File: src/rtl/swdc_pkg.sv
`timescale 1ns / 1ps

package swdc_pkg;

  // Field widths
  localparam int TimeW   = 32;
  localparam int CfgW    = 16;
  localparam int CfgSecW = 22;  // 65535 minutes in seconds fits in 22 bits
  localparam int CountW  = 6;

  localparam logic [CfgSecW-1:0] SecPerMin   = CfgSecW'(60);
  localparam logic [TimeW-1:0]   FaultAgeSec = TimeW'(30 * 60);
  localparam logic [CountW-1:0]  UpdateLimit = CountW'(33);

  // Configuration register indexes
  localparam logic [1:0] REG_ONLINE_MIN  = 2'd0;
  localparam logic [1:0] REG_SLEEP_MIN   = 2'd1;
  localparam logic [1:0] REG_SCAN_MIN    = 2'd2;
  localparam logic [1:0] REG_SAMPLE_WAIT = 2'd3;

  // Device status codes
  localparam logic [1:0] STATUS_SLEPT = 2'd0;
  localparam logic [1:0] STATUS_WOKE  = 2'd1;

  // Device commands
  localparam logic [1:0] CMD_NONE  = 2'd0;
  localparam logic [1:0] CMD_SLEEP = 2'd1;
  localparam logic [1:0] CMD_WAKE  = 2'd2;

  // Modes
  localparam logic MODE_WAKE  = 1'b0;
  localparam logic MODE_SLEEP = 1'b1;

  // Configuration, intervals already scaled to seconds
  typedef struct packed {
    logic [CfgSecW-1:0] online_sec;
    logic [CfgSecW-1:0] sleep_sec;
    logic [CfgSecW-1:0] scan_sec;
    logic [CfgW-1:0]    wait_sec;
  } cfg_t;

  // One poll word
  typedef struct packed {
    logic [TimeW-1:0] now_seconds;
    logic             status_valid;
    logic [1:0]       status_code;
    logic [TimeW-1:0] net_fault_since;
    logic             net_fault_flagged;
    logic [TimeW-1:0] reply_fault_since;
    logic             reply_fault_flagged;
    logic             update_active;
  } poll_t;

  // One result word
  typedef struct packed {
    logic       mode;
    logic       sample_request;
    logic [1:0] device_command;
    logic       net_fault_report;
    logic       reply_fault_report;
    logic       update_cancel;
  } result_t;

endpackage

File: src/rtl/sleep_wake_duty_controller_top.sv
`timescale 1ns / 1ps
// Channel   Handshake             Word
// in        in_valid / in_ready   one poll: time, status, faults, update flag
// out       out_valid / out_ready one result: mode, sample, command, reports
// cfg       cfg_valid / cfg_ready register index and 16-bit data
//
// A poll lands in the input register, is evaluated combinationally and lands in
// the result register; one poll per cycle is sustained while out_ready stays high.
// The state update of one poll feeds the evaluation of the next directly.
// Synchronous reset clears the controller state, config and both valid flags.
// A stalled result holds the result register; the input register still takes
// one more poll before in_ready drops. cfg_ready is always high.

module sleep_wake_duty_controller_top
  import swdc_pkg::*;
(
  input  logic             clk,
  input  logic             rst,

  input  logic             in_valid,
  output logic             in_ready,
  input  logic [TimeW-1:0] now_seconds,
  input  logic             status_valid,
  input  logic [1:0]       status_code,
  input  logic [TimeW-1:0] net_fault_since,
  input  logic             net_fault_flagged,
  input  logic [TimeW-1:0] reply_fault_since,
  input  logic             reply_fault_flagged,
  input  logic             update_active,

  output logic             out_valid,
  input  logic             out_ready,
  output logic             mode,
  output logic             sample_request,
  output logic [1:0]       device_command,
  output logic             net_fault_report,
  output logic             reply_fault_report,
  output logic             update_cancel,

  input  logic             cfg_valid,
  output logic             cfg_ready,
  input  logic [1:0]       cfg_index,
  input  logic [CfgW-1:0]  cfg_data
);

  cfg_t    cfg;
  poll_t   poll_q;
  logic    poll_valid;
  result_t result;
  result_t result_q;
  logic    advance;

  assign cfg_ready = 1'b1;

  swdc_cfg u_cfg (
    .clk       (clk),
    .rst       (rst),
    .cfg_valid (cfg_valid),
    .cfg_index (cfg_index),
    .cfg_data  (cfg_data),
    .cfg       (cfg)
  );

  // pipeline control
  assign advance  = poll_valid && (!out_valid || out_ready);
  assign in_ready = !poll_valid || advance;

  // input register
  always_ff @(posedge clk) begin
    if (rst) begin
      poll_valid <= 1'b0;
    end else if (in_ready) begin
      poll_valid <= in_valid;
    end
  end

  always_ff @(posedge clk) begin
    if (in_ready && in_valid) begin
      poll_q <= '{now_seconds:         now_seconds,
                  status_valid:        status_valid,
                  status_code:         status_code,
                  net_fault_since:     net_fault_since,
                  net_fault_flagged:   net_fault_flagged,
                  reply_fault_since:   reply_fault_since,
                  reply_fault_flagged: reply_fault_flagged,
                  update_active:       update_active};
    end
  end

  swdc_step u_step (
    .clk     (clk),
    .rst     (rst),
    .cfg     (cfg),
    .poll    (poll_q),
    .advance (advance),
    .result  (result)
  );

  // result register
  always_ff @(posedge clk) begin
    if (rst) begin
      out_valid <= 1'b0;
    end else if (advance) begin
      out_valid <= 1'b1;
    end else if (out_ready) begin
      out_valid <= 1'b0;
    end
  end

  always_ff @(posedge clk) begin
    if (advance) begin
      result_q <= result;
    end
  end

  assign mode               = result_q.mode;
  assign sample_request     = result_q.sample_request;
  assign device_command     = result_q.device_command;
  assign net_fault_report   = result_q.net_fault_report;
  assign reply_fault_report = result_q.reply_fault_report;
  assign update_cancel      = result_q.update_cancel;

endmodule

File: src/rtl/swdc_cfg.sv
`timescale 1ns / 1ps

module swdc_cfg
  import swdc_pkg::*;
(
  input  logic            clk,
  input  logic            rst,
  input  logic            cfg_valid,
  input  logic [1:0]      cfg_index,
  input  logic [CfgW-1:0] cfg_data,
  output cfg_t            cfg
);

  logic [CfgSecW-1:0] data_sec;

  // minutes to seconds on the way in
  assign data_sec = CfgSecW'(cfg_data) * SecPerMin;

  always_ff @(posedge clk) begin
    if (rst) begin
      cfg <= '0;
    end else if (cfg_valid) begin
      unique case (cfg_index)
        REG_ONLINE_MIN:  cfg.online_sec <= data_sec;
        REG_SLEEP_MIN:   cfg.sleep_sec  <= data_sec;
        REG_SCAN_MIN:    cfg.scan_sec   <= data_sec;
        REG_SAMPLE_WAIT: cfg.wait_sec   <= cfg_data;
        default: ;
      endcase
    end
  end

endmodule

File: src/rtl/swdc_step.sv
`timescale 1ns / 1ps

module swdc_step
  import swdc_pkg::*;
(
  input  logic    clk,
  input  logic    rst,
  input  cfg_t    cfg,
  input  poll_t   poll,
  input  logic    advance,
  output result_t result
);

  // controller state
  logic              sleeping;
  logic              started;
  logic [TimeW-1:0]  interval_start;
  logic [TimeW-1:0]  last_sample_time;
  logic [CountW-1:0] update_wait_count;

  logic              sleeping_next;
  logic [TimeW-1:0]  interval_start_next;
  logic [TimeW-1:0]  last_sample_time_next;
  logic [CountW-1:0] update_wait_count_next;

  logic [CfgSecW-1:0] delay;
  logic [CfgSecW-1:0] first_gap;
  logic [TimeW-1:0]   start_eff;
  logic [TimeW-1:0]   last_eff;
  logic [TimeW-1:0]   elapsed;
  logic [TimeW-1:0]   since_sample;
  logic [TimeW-1:0]   net_age;
  logic [TimeW-1:0]   reply_age;
  logic [CountW-1:0]  count_inc;
  logic               msg_slept;
  logic               msg_woke;
  logic               online_done;
  logic               sleep_done;
  logic               sample;

  // first poll: interval starts now, first sample pulled in by the wait
  assign delay     = (CfgSecW'(cfg.wait_sec) > cfg.scan_sec) ? cfg.scan_sec
                                                             : CfgSecW'(cfg.wait_sec);
  assign first_gap = cfg.scan_sec - delay;
  assign start_eff = started ? interval_start : poll.now_seconds;
  assign last_eff  = started ? last_sample_time
                             : poll.now_seconds - TimeW'(first_gap);

  // elapsed/60 >= m is the same as elapsed >= 60*m
  assign elapsed      = poll.now_seconds - start_eff;
  assign since_sample = poll.now_seconds - last_eff;
  assign online_done  = elapsed >= TimeW'(cfg.online_sec);
  assign sleep_done   = elapsed >= TimeW'(cfg.sleep_sec);
  assign sample       = since_sample >= TimeW'(cfg.scan_sec);

  assign msg_slept = poll.status_valid && (poll.status_code == STATUS_SLEPT);
  assign msg_woke  = poll.status_valid && (poll.status_code == STATUS_WOKE);
  assign count_inc = update_wait_count + CountW'(1);

  // fault aging
  assign net_age   = poll.now_seconds - poll.net_fault_since;
  assign reply_age = poll.now_seconds - poll.reply_fault_since;

  // mode sequencing
  always_comb begin
    sleeping_next          = sleeping;
    interval_start_next    = start_eff;
    update_wait_count_next = update_wait_count;
    last_sample_time_next  = sample ? poll.now_seconds : last_eff;
    result.device_command  = CMD_NONE;
    result.update_cancel   = 1'b0;

    if (sleeping == MODE_WAKE) begin
      priority if (msg_slept) begin
        sleeping_next       = MODE_SLEEP;
        interval_start_next = poll.now_seconds;
      end else if (msg_woke) begin
        interval_start_next = poll.now_seconds;
      end else if (online_done) begin
        if (poll.update_active) begin
          // count expired polls, give up on the update past the limit
          if (count_inc > UpdateLimit) begin
            result.update_cancel   = 1'b1;
            update_wait_count_next = '0;
          end else begin
            update_wait_count_next = count_inc;
          end
        end else begin
          result.device_command = CMD_SLEEP;
        end
      end else begin
        // still within the online time
      end
    end else begin
      priority if (msg_woke) begin
        sleeping_next       = MODE_WAKE;
        interval_start_next = poll.now_seconds;
      end else if (msg_slept) begin
        interval_start_next = poll.now_seconds;
      end else if (sleep_done) begin
        result.device_command = CMD_WAKE;
      end else begin
        // still within the sleep time
      end
    end

    result.mode               = sleeping_next;
    result.sample_request     = sample;
    result.net_fault_report   = (poll.net_fault_since != '0) && !poll.net_fault_flagged
                                && (net_age >= FaultAgeSec);
    result.reply_fault_report = (poll.reply_fault_since != '0) && !poll.reply_fault_flagged
                                && (reply_age >= FaultAgeSec);
  end

  // state update, one poll per advance
  always_ff @(posedge clk) begin
    if (rst) begin
      sleeping          <= MODE_WAKE;
      started           <= 1'b0;
      interval_start    <= '0;
      last_sample_time  <= '0;
      update_wait_count <= '0;
    end else if (advance) begin
      sleeping          <= sleeping_next;
      started           <= 1'b1;
      interval_start    <= interval_start_next;
      last_sample_time  <= last_sample_time_next;
      update_wait_count <= update_wait_count_next;
    end
  end

endmodule

File: config.mk
export PLATFORM = sky130hd
export DESIGN_NAME = sleep_wake_duty_controller_top
export DESIGN_NICKNAME = d
export VERILOG_FILES = /design/src/rtl/swdc_pkg.sv /design/src/rtl/sleep_wake_duty_controller_top.sv /design/src/rtl/swdc_cfg.sv /design/src/rtl/swdc_step.sv
export SDC_FILE = /design/constraint.sdc
export NUM_CORES = 1
export LEC_CHECK = 0
export ABC_AREA = 1
export BUFFER_PORTS_ARGS = -buffer_cell sky130_fd_sc_hd__buf_2
export CAP_MARGIN = 30
export CORE_ASPECT_RATIO = 0.8
export CORE_MARGIN = 2
export CORE_UTILIZATION = 64
export CTS_BUF_LIST = sky130_fd_sc_hd__clkbuf_4 sky130_fd_sc_hd__clkbuf_8
export CTS_CLUSTER_SIZE = 10
export DETAILED_ROUTE_END_ITERATION = 10
export GPL_ROUTABILITY_DRIVEN = 0
export PLACE_DENSITY = 0.83
export SKIP_CTS_REPAIR_TIMING = 1
export SLEW_MARGIN = 20
export SYNTH_ARGS = -nofsm -noshare
export SYNTH_HDL_FRONTEND = slang
export SYNTH_SLANG_ARGS = --single-unit
File: constraint.sdc
create_clock -name clk -period 9 [get_ports clk]
set_input_delay 0.45 -clock clk [delete_from_list [all_inputs] [get_ports clk]]
set_output_delay 0.45 -clock clk [all_outputs]
set_load 0.03 [all_outputs]
==> impl_metrics.yaml, run 1 <==
sta:
  worst_pin_slew_ps: 890
  worst_hold_slack_ps: 17.7
  finalCritPeriodShare: 0.961
  setup_viol: 0
  slew_headroom: 0.400
  min_period_ps: 8650
  hold_viol: 0
  max_freq_mhz: 116
  maxSlewViolCount: 0
  finalSetupTns_ps: 0
  clock_skew_ps: 32.9
pwr:
  peakVddDrop_v: 0.000192
  leakage_nw: 12.5
  p_per_area_nw_per_um2: 273
synthesis:
  synth.distinct_cells: 62
  syn_area_um2: 23000
  yosysTopAreaCell: "edfxtp_1"
  synth_top_area_share: 0.142
  synth.most_common_cell: "nand2_1"
  synth-edff-count: 109
  ys_top_cells_by_count: "nand2_1, inv_1, a21oi_1"
  synthArstFlopShare: 0
  yosysWarnings: 0
  yosys-top-cells-area: "edfxtp_1, ha_1, dfxtp_1"
  syn_inst: 3227
  yosys_register_bits: 259
  postSynthNetCount: 3636
  syn_avg_cell_area_um2: 7.13
  seq_area_frac_synth: 0.273
  ys.flop_type: "dfxtp_1"
die:
  die_y_um: 174
  die_area_um2: 37500
  initial_core_util: 0.645
  coreArea_um2: 35700
  rows: 62
  die_x_um: 216
  ios: 135
drt:
  firstDrtPassIters: 6
  viasPerCell: 6.06
  ant_nets: 0
  vias: 23500
  drc: 0
  wire_per_inst_um: 18.2
  drtIter0Drc: 3108
  routed_wl_mm: 70.5
cells_and_area:
  drive_above_1_share: 0.0973
  nNetsFinal: 3766
  syn2layout_area_growth_pct: 9.42
cts:
  cts_root_buf: "clkbuf_8"
  path_clk_slew_ps: 60
  insertion_delay_ps: 620
  clk_path_buf_depth: 3
  cts.sinks: 259
  cts_buffers: 44
  h-tree-depth: 2
  cts_tree: "done"
placement:
  io_buffers: 133
  dpl.hpwl_mm: 52.6
global_routing:
  antenna_found_initial: 0
  grt-ovfl-total: 0
  grt_pass1_vias: 21600
  grt_util_all_layers: 0.365
  grt_max_degree: 73
  grt_pass1_wl_mm: 110
setup_path:
  slowest_stage: "ha_1"
  crit_path_frequent_cell: "nand2_1"
  critical_path_peak_fanout: 33
  path_class: "reg2reg"
  endpoint_kind: "flop"
  cp-start-kind: "flop"
  max_stage_delay_ps: 400
  crit_required_ps: 9530
  arrival_ps: 9180
hold_path:
  hp-class: "in2reg"
job:
  drv_cap: 0
outcome:
  status: "completed"
## critical path, delay by kind of cell, from the launching register on
kind	cells	cell delay, ps
muxes	1	120
and+or+nand+nor	31	3820
DFF	1	370
AOI/OAI and AO/OA	9	1580
buffers and inverters	4	500
adders and majority gates	5	1630
xor gates and xnor gates	3	510
## sequential cells by signal (all words and copies together) (netlist names), 2 cells and up
| signal | cells |
|---|---|
| device_command | 2 |
| poll_q | 102 |
| u_cfg.cfg | 76 |
| u_step.interval_start | 32 |
| u_step.last_sample_time | 32 |
| u_step.update_wait_count | 6 |
## power by group
part | switching, mW | internal [mW] | leakage (nW)
logic | 2.84 | 1.57 | 9.74
registers | 0.0617 | 1.30 | 2.29
clock network | 0.527 | 0.580 | 0.467
total | 3.43 | 3.45 | 12.5
## layer usage
metal | wire [µm] | up-vias | GRT usage
met5 | 0 | - | 0
met4 | 3290 | 0 | 0.157
met3 | 9240 | 277 | 0.0782
met2 | 29700 | 1393 | 0.552
met1 | 28300 | 10700 | 0.505
li1 | - | 11100 | -
## cells in the final DEF (no fill, tap or decap), types with 7 or more instances in the layout
cell,netlist,layout
nand2_1,690,687
inv_1,487,485
a21oi_1,370,368
ha_1,250,250
nand3_1,218,218
o21ai_0,210,204
nor2_1,169,166
dfxtp_1,150,149
buf_2,13,132
edfxtp_1,109,109
xor2_1,102,102
clkbuf_8,0,49
xnor2_1,45,44
nand4_1,34,34
fa_1,34,34
o211ai_1,29,29
buf_4,3,27
nor3_1,26,26
nand2_2,17,19
a31oi_1,18,18
or2_2,18,18
nor4_1,16,16
a21o_1,14,14
o21bai_1,14,14
nor2_2,11,14
clkbuf_4,0,13
o21a_1,12,12
o21ai_1,5,10
a211oi_1,10,10
nand3_2,10,10
clkinv_1,2,8
clkinv_2,0,8
inv_2,6,7
o221ai_1,7,7
mux2i_1,7,7
## cells by family after synthesis
group | after synthesis | synth area share
simple gates | 1224 | 0.230
buf+inv | 574 | 0.0958
xor+xnor | 148 | 0.0567
flops | 259 | 0.273
other cells | 1 | 0.000163
mux | 7 | 0.00305
compound gates | 730 | 0.176
fa+ha+maj | 284 | 0.166
## per-stage QoR
stage / instance area (µm²) / util / power (mW) / std cells / setup WS [ps]
after global routing: 25200 / 0.705 / 7.40 / 3870 / -130
after global placement: 24100 / 0.675 / 5.39 / 3784 / 563
after detailed placement: 24100 / 0.676 / 5.53 / 3785 / 46.7
after CTS: 25000 / 0.701 / 6.67 / 3864 / 2.89
final: 25200 / 0.705 / 6.88 / 3872 / 350
after floorplan: 23000 / - / 4.48 / 3227 / 1750
## worst paths after layout
path / start / to / slack [ps] / cells after the start
max: u_cfg.cfg[20]$_SDFFE_PP0P_ / u_step.last_sample_time[6]$_SDFFE_PP0P_ / 350 / 53
min: now_seconds[16] / poll_q[86]$_DFFE_PP_ / 20 / 1
max reg2reg: u_cfg.cfg[20]$_SDFFE_PP0P_ / u_step.last_sample_time[6]$_SDFFE_PP0P_ / 350 / 53
min reg2reg: u_step.interval_start[5]$_SDFFE_PP0P_ / u_step.interval_start[5]$_SDFFE_PP0P_ / 460 / 2
## final cells by class
cell class | instances | area, µm²
multi-input cells | 2394 | 14600
clock inverters | 18 | 116
well taps | 480 | 601
fillers | 2917 | 10500
flip-flops and latches | 259 | 6280
repair buffers | 163 | 946
diodes | 2 | 5.00
inverters | 495 | 1860
clock buffers | 61 | 764
Power figures use the tool's default switching activity.
==> inputs of run 2 (changes only) <==
- ABC_AREA: 1 -> 0
- CORE_ASPECT_RATIO: 0.8 -> not set
==> run 2 against run 1 <==
Net effect:
- the run now ends with negative hold slack, negative setup slack left
- clock skew up 3.7 ps
- hold slack got worse by 18 ps
- non-clock buffer count grew 132
- critical path type unchanged
- via count down 3.5%
- largest cell class unchanged
- cell count is 10% lower
- sequential share of layout area decreased by 0.68 points
- routed wire length shrank 0.78%
- maximum frequency decreased by 7.7%
- first-iteration DRC count shrank 23%
- global-route usage is 0.37 points higher
==> impl_metrics.yaml, run 2 <==
drt:
  dr_wl_met3_mm: 7.25
  routed_wl_mm: 70.0
  wl_met2_mm: 31.8
  drtIter0Drc: 2395
  drc: 0
  routed.top_layer: "met4"
  wire_per_inst_um: 20.2
  route.layer.met1.wl_mm: 27.6
  firstDrtPassIters: 9
  ant_nets: 0
  viasPerCell: 6.53
  vias: 22600
synthesis:
  syn_area_um2: 22500
  yosys-top-cells-area: "edfxtp_1, ha_1, dfxtp_1"
  yosysTopAreaCell: "edfxtp_1"
  ys.flop_type: "dfxtp_1"
  seq_area_frac_synth: 0.279
  yosysWarnings: 0
  syn_inst: 2744
  ys_top_cells_by_count: "nand2_1, a21oi_1, ha_1"
  syn_avg_cell_area_um2: 8.19
  synth_top_area_share: 0.146
  synth.distinct_cells: 91
  synth-edff-count: 109
  synth.most_common_cell: "nand2_1"
  yosys_register_bits: 259
  synthArstFlopShare: 0
  postSynthNetCount: 3153
cts:
  cts_buffers: 46
  h-tree-depth: 2
  cts_root_buf: "clkbuf_8"
  clk_path_buf_depth: 3
  insertion_delay_ps: 620
  cts.sinks: 259
  cts_tree: "done"
  path_clk_slew_ps: 80
setup_path:
  cp-start-kind: "flop"
  rr_worst_depth: 50
  endpoint_kind: "flop"
  rr_endpoint: "u_step.last_sample_time[9]$_SDFFE_PP0P_"
  critical_path_peak_fanout: 8
  slowest_stage: "or4_1"
  crit_path_frequent_cell: "a21oi_2"
  reg2reg_slack_ps: -380
  arrival_ps: 9910
  crit_required_ps: 9530
  max_stage_delay_ps: 460
  path_class: "reg2reg"
  regToRegStartpoint: "u_cfg.cfg[27]$_SDFFE_PP0P_"
die:
  coreArea_um2: 34500
  die_x_um: 191
  die_area_um2: 36600
  die_y_um: 191
  ios: 135
  rows: 68
  initial_core_util: 0.651
global_routing:
  grt_pass1_wl_mm: 108
  grt_pass1_vias: 21700
  grt-ovfl-total: 0
  grt_util_all_layers: 0.369
  grt_max_degree: 101
  antenna_found_initial: 0
placement:
  dpl.hpwl_mm: 51.3
  dp.cells: 3374
  dpl_worst_slack_ps: -432
  io_buffers: 133
cells_and_area:
  final_cell_mix: "nand2_1, a21oi_1, ha_1"
  fillers: 2564
  layout_commonest_cell: "nand2_1"
  top_regs: "poll_q: 102 flops, u_cfg.cfg: 76 flops"
  syn2layout_area_growth_pct: 15.3
  instances_no_fill: 3470
  nNetsFinal: 3392
  largest_register_ffs: 102
  regMostFlops: "poll_q"
  drive_above_1_share: 0.156
sta:
  rsz0062_at_grt: "yes"
  slew_headroom: 0.367
  fin_ws_ps: -376
  min_period_ps: 9380
  worst_hold_slack_ps: -0.0419
  max_freq_mhz: 107
  worst_pin_slew_ps: 946
  finalCritPeriodShare: 1.04
  hold_viol: 1
  maxSlewViolCount: 0
  clock_skew_ps: 36.6
  finalSetupTns_ps: -10120
  setup_viol: 33
hold_path:
  hp-class: "in2reg"
  min_to: "poll_q[61]$_DFFE_PP_"
  whs_path_depth: 1
  worstHoldStart: "net_fault_since[26]"
pwr:
  peakVddDrop_v: 0.000340
  switching_share: 0.445
  cell_internal_pwr_mw: 4.34
  p_per_area_nw_per_um2: 302
  power_frac_comb: 0.669
  p_sw_mw: 3.48
  leakage_nw: 10.8
  p_total_mw: 7.82
  pwr-share-clk: 0.154
  power_frac_seq: 0.177
outcome:
  status: "finished with violations"
  violations: "negative hold slack, negative setup slack"
job:
  drv_cap: 0
[run 2: changes by cell type in the layout (fill, tap and decap cells not counted), moves of 77 or more]
cell and delta:
o21ai_0 -77, buf_4 +120, inv_1 -273, a21oi_1 -91
nand2_1 -369, nand3_1 -146
[run 2: area by class of cell]
class / count / area [µm²] / share of cell area
repair buffers: 295 / 2060 / 0.0795
multi-input cells: 2166 / 15200 / 0.587
diodes: 1 / 2.50 / 0.0000966
inverters: 215 / 807 / 0.0312
clock inverters: 11 / 136 / 0.00527
clock buffers: 68 / 830 / 0.0320
flip-flops and latches: 259 / 6280 / 0.243
well taps: 455 / 569 / 0.0220
[run 2: worst max-delay path by stage]
| stage | from | slack, ps | end | cells after the start |
|---|---|---|---|---|
| after floorplan | u_cfg.cfg[19]$_SDFFE_PP0P_ | -30 | u_step.last_sample_time[13]$_SDFFE_PP0P_ | 53 |
| after global placement | u_cfg.cfg[27]$_SDFFE_PP0P_ | -30 | u_step.last_sample_time[3]$_SDFFE_PP0P_ | 47 |
| after detailed placement | u_cfg.cfg[27]$_SDFFE_PP0P_ | -430 | u_step.last_sample_time[4]$_SDFFE_PP0P_ | 48 |
| after CTS | u_cfg.cfg[27]$_SDFFE_PP0P_ | -530 | u_step.last_sample_time[4]$_SDFFE_PP0P_ | 48 |
| after global routing | u_cfg.cfg[19]$_SDFFE_PP0P_ | -880 | u_step.last_sample_time[4]$_SDFFE_PP0P_ | 48 |
| final | u_cfg.cfg[27]$_SDFFE_PP0P_ | -380 | u_step.last_sample_time[9]$_SDFFE_PP0P_ | 50 |
[run 2: layer usage]
layer	global-route usage	vias up
met5	0	-
met4	0.162	0
met3	0.0613	308
met2	0.602	1242
met1	0.481	10600
li1	-	10500
[run 2: worst max-delay path, delay by kind of cell, from the launching register on]
kind	cells	cell delay [ps]
AND/OR/NAND/NOR	10	1930
buffers and inverters	2	270
flip-flops	1	340
XOR/XNOR	3	450
AO/OA/AOI/OAI	28	4390
multiplexers	1	270
adder cells (fa/ha/maj)	6	1600
[run 2: kinds of logic after synthesis]
group,synth area share
adders and majority gates,0.172
muxes,0.0222
and+or+nand+nor,0.187
other,0.000167
xor gates and xnor gates,0.0464
AOI/OAI and AO/OA,0.239
buffers and inverters,0.0547
DFF,0.279
[run 2: power by group through the flow]
stage	Combinational, mW	Clock (mW)	Sequential [mW]
after floorplan	3.45	0	1.37
after detailed placement	4.89	0	1.40
final	5.23	1.21	1.38
after global placement	4.71	0	1.40
after CTS	4.93	1.20	1.38
after global routing	5.69	1.26	1.39
[run 2: metrics by stage]
stage / util / cell area, µm²
after floorplan: - / 22500
after global placement: 0.710 / 24500
after detailed placement: 0.710 / 24500
after CTS: 0.738 / 25500
after global routing: 0.750 / 25900
final: 0.750 / 25900
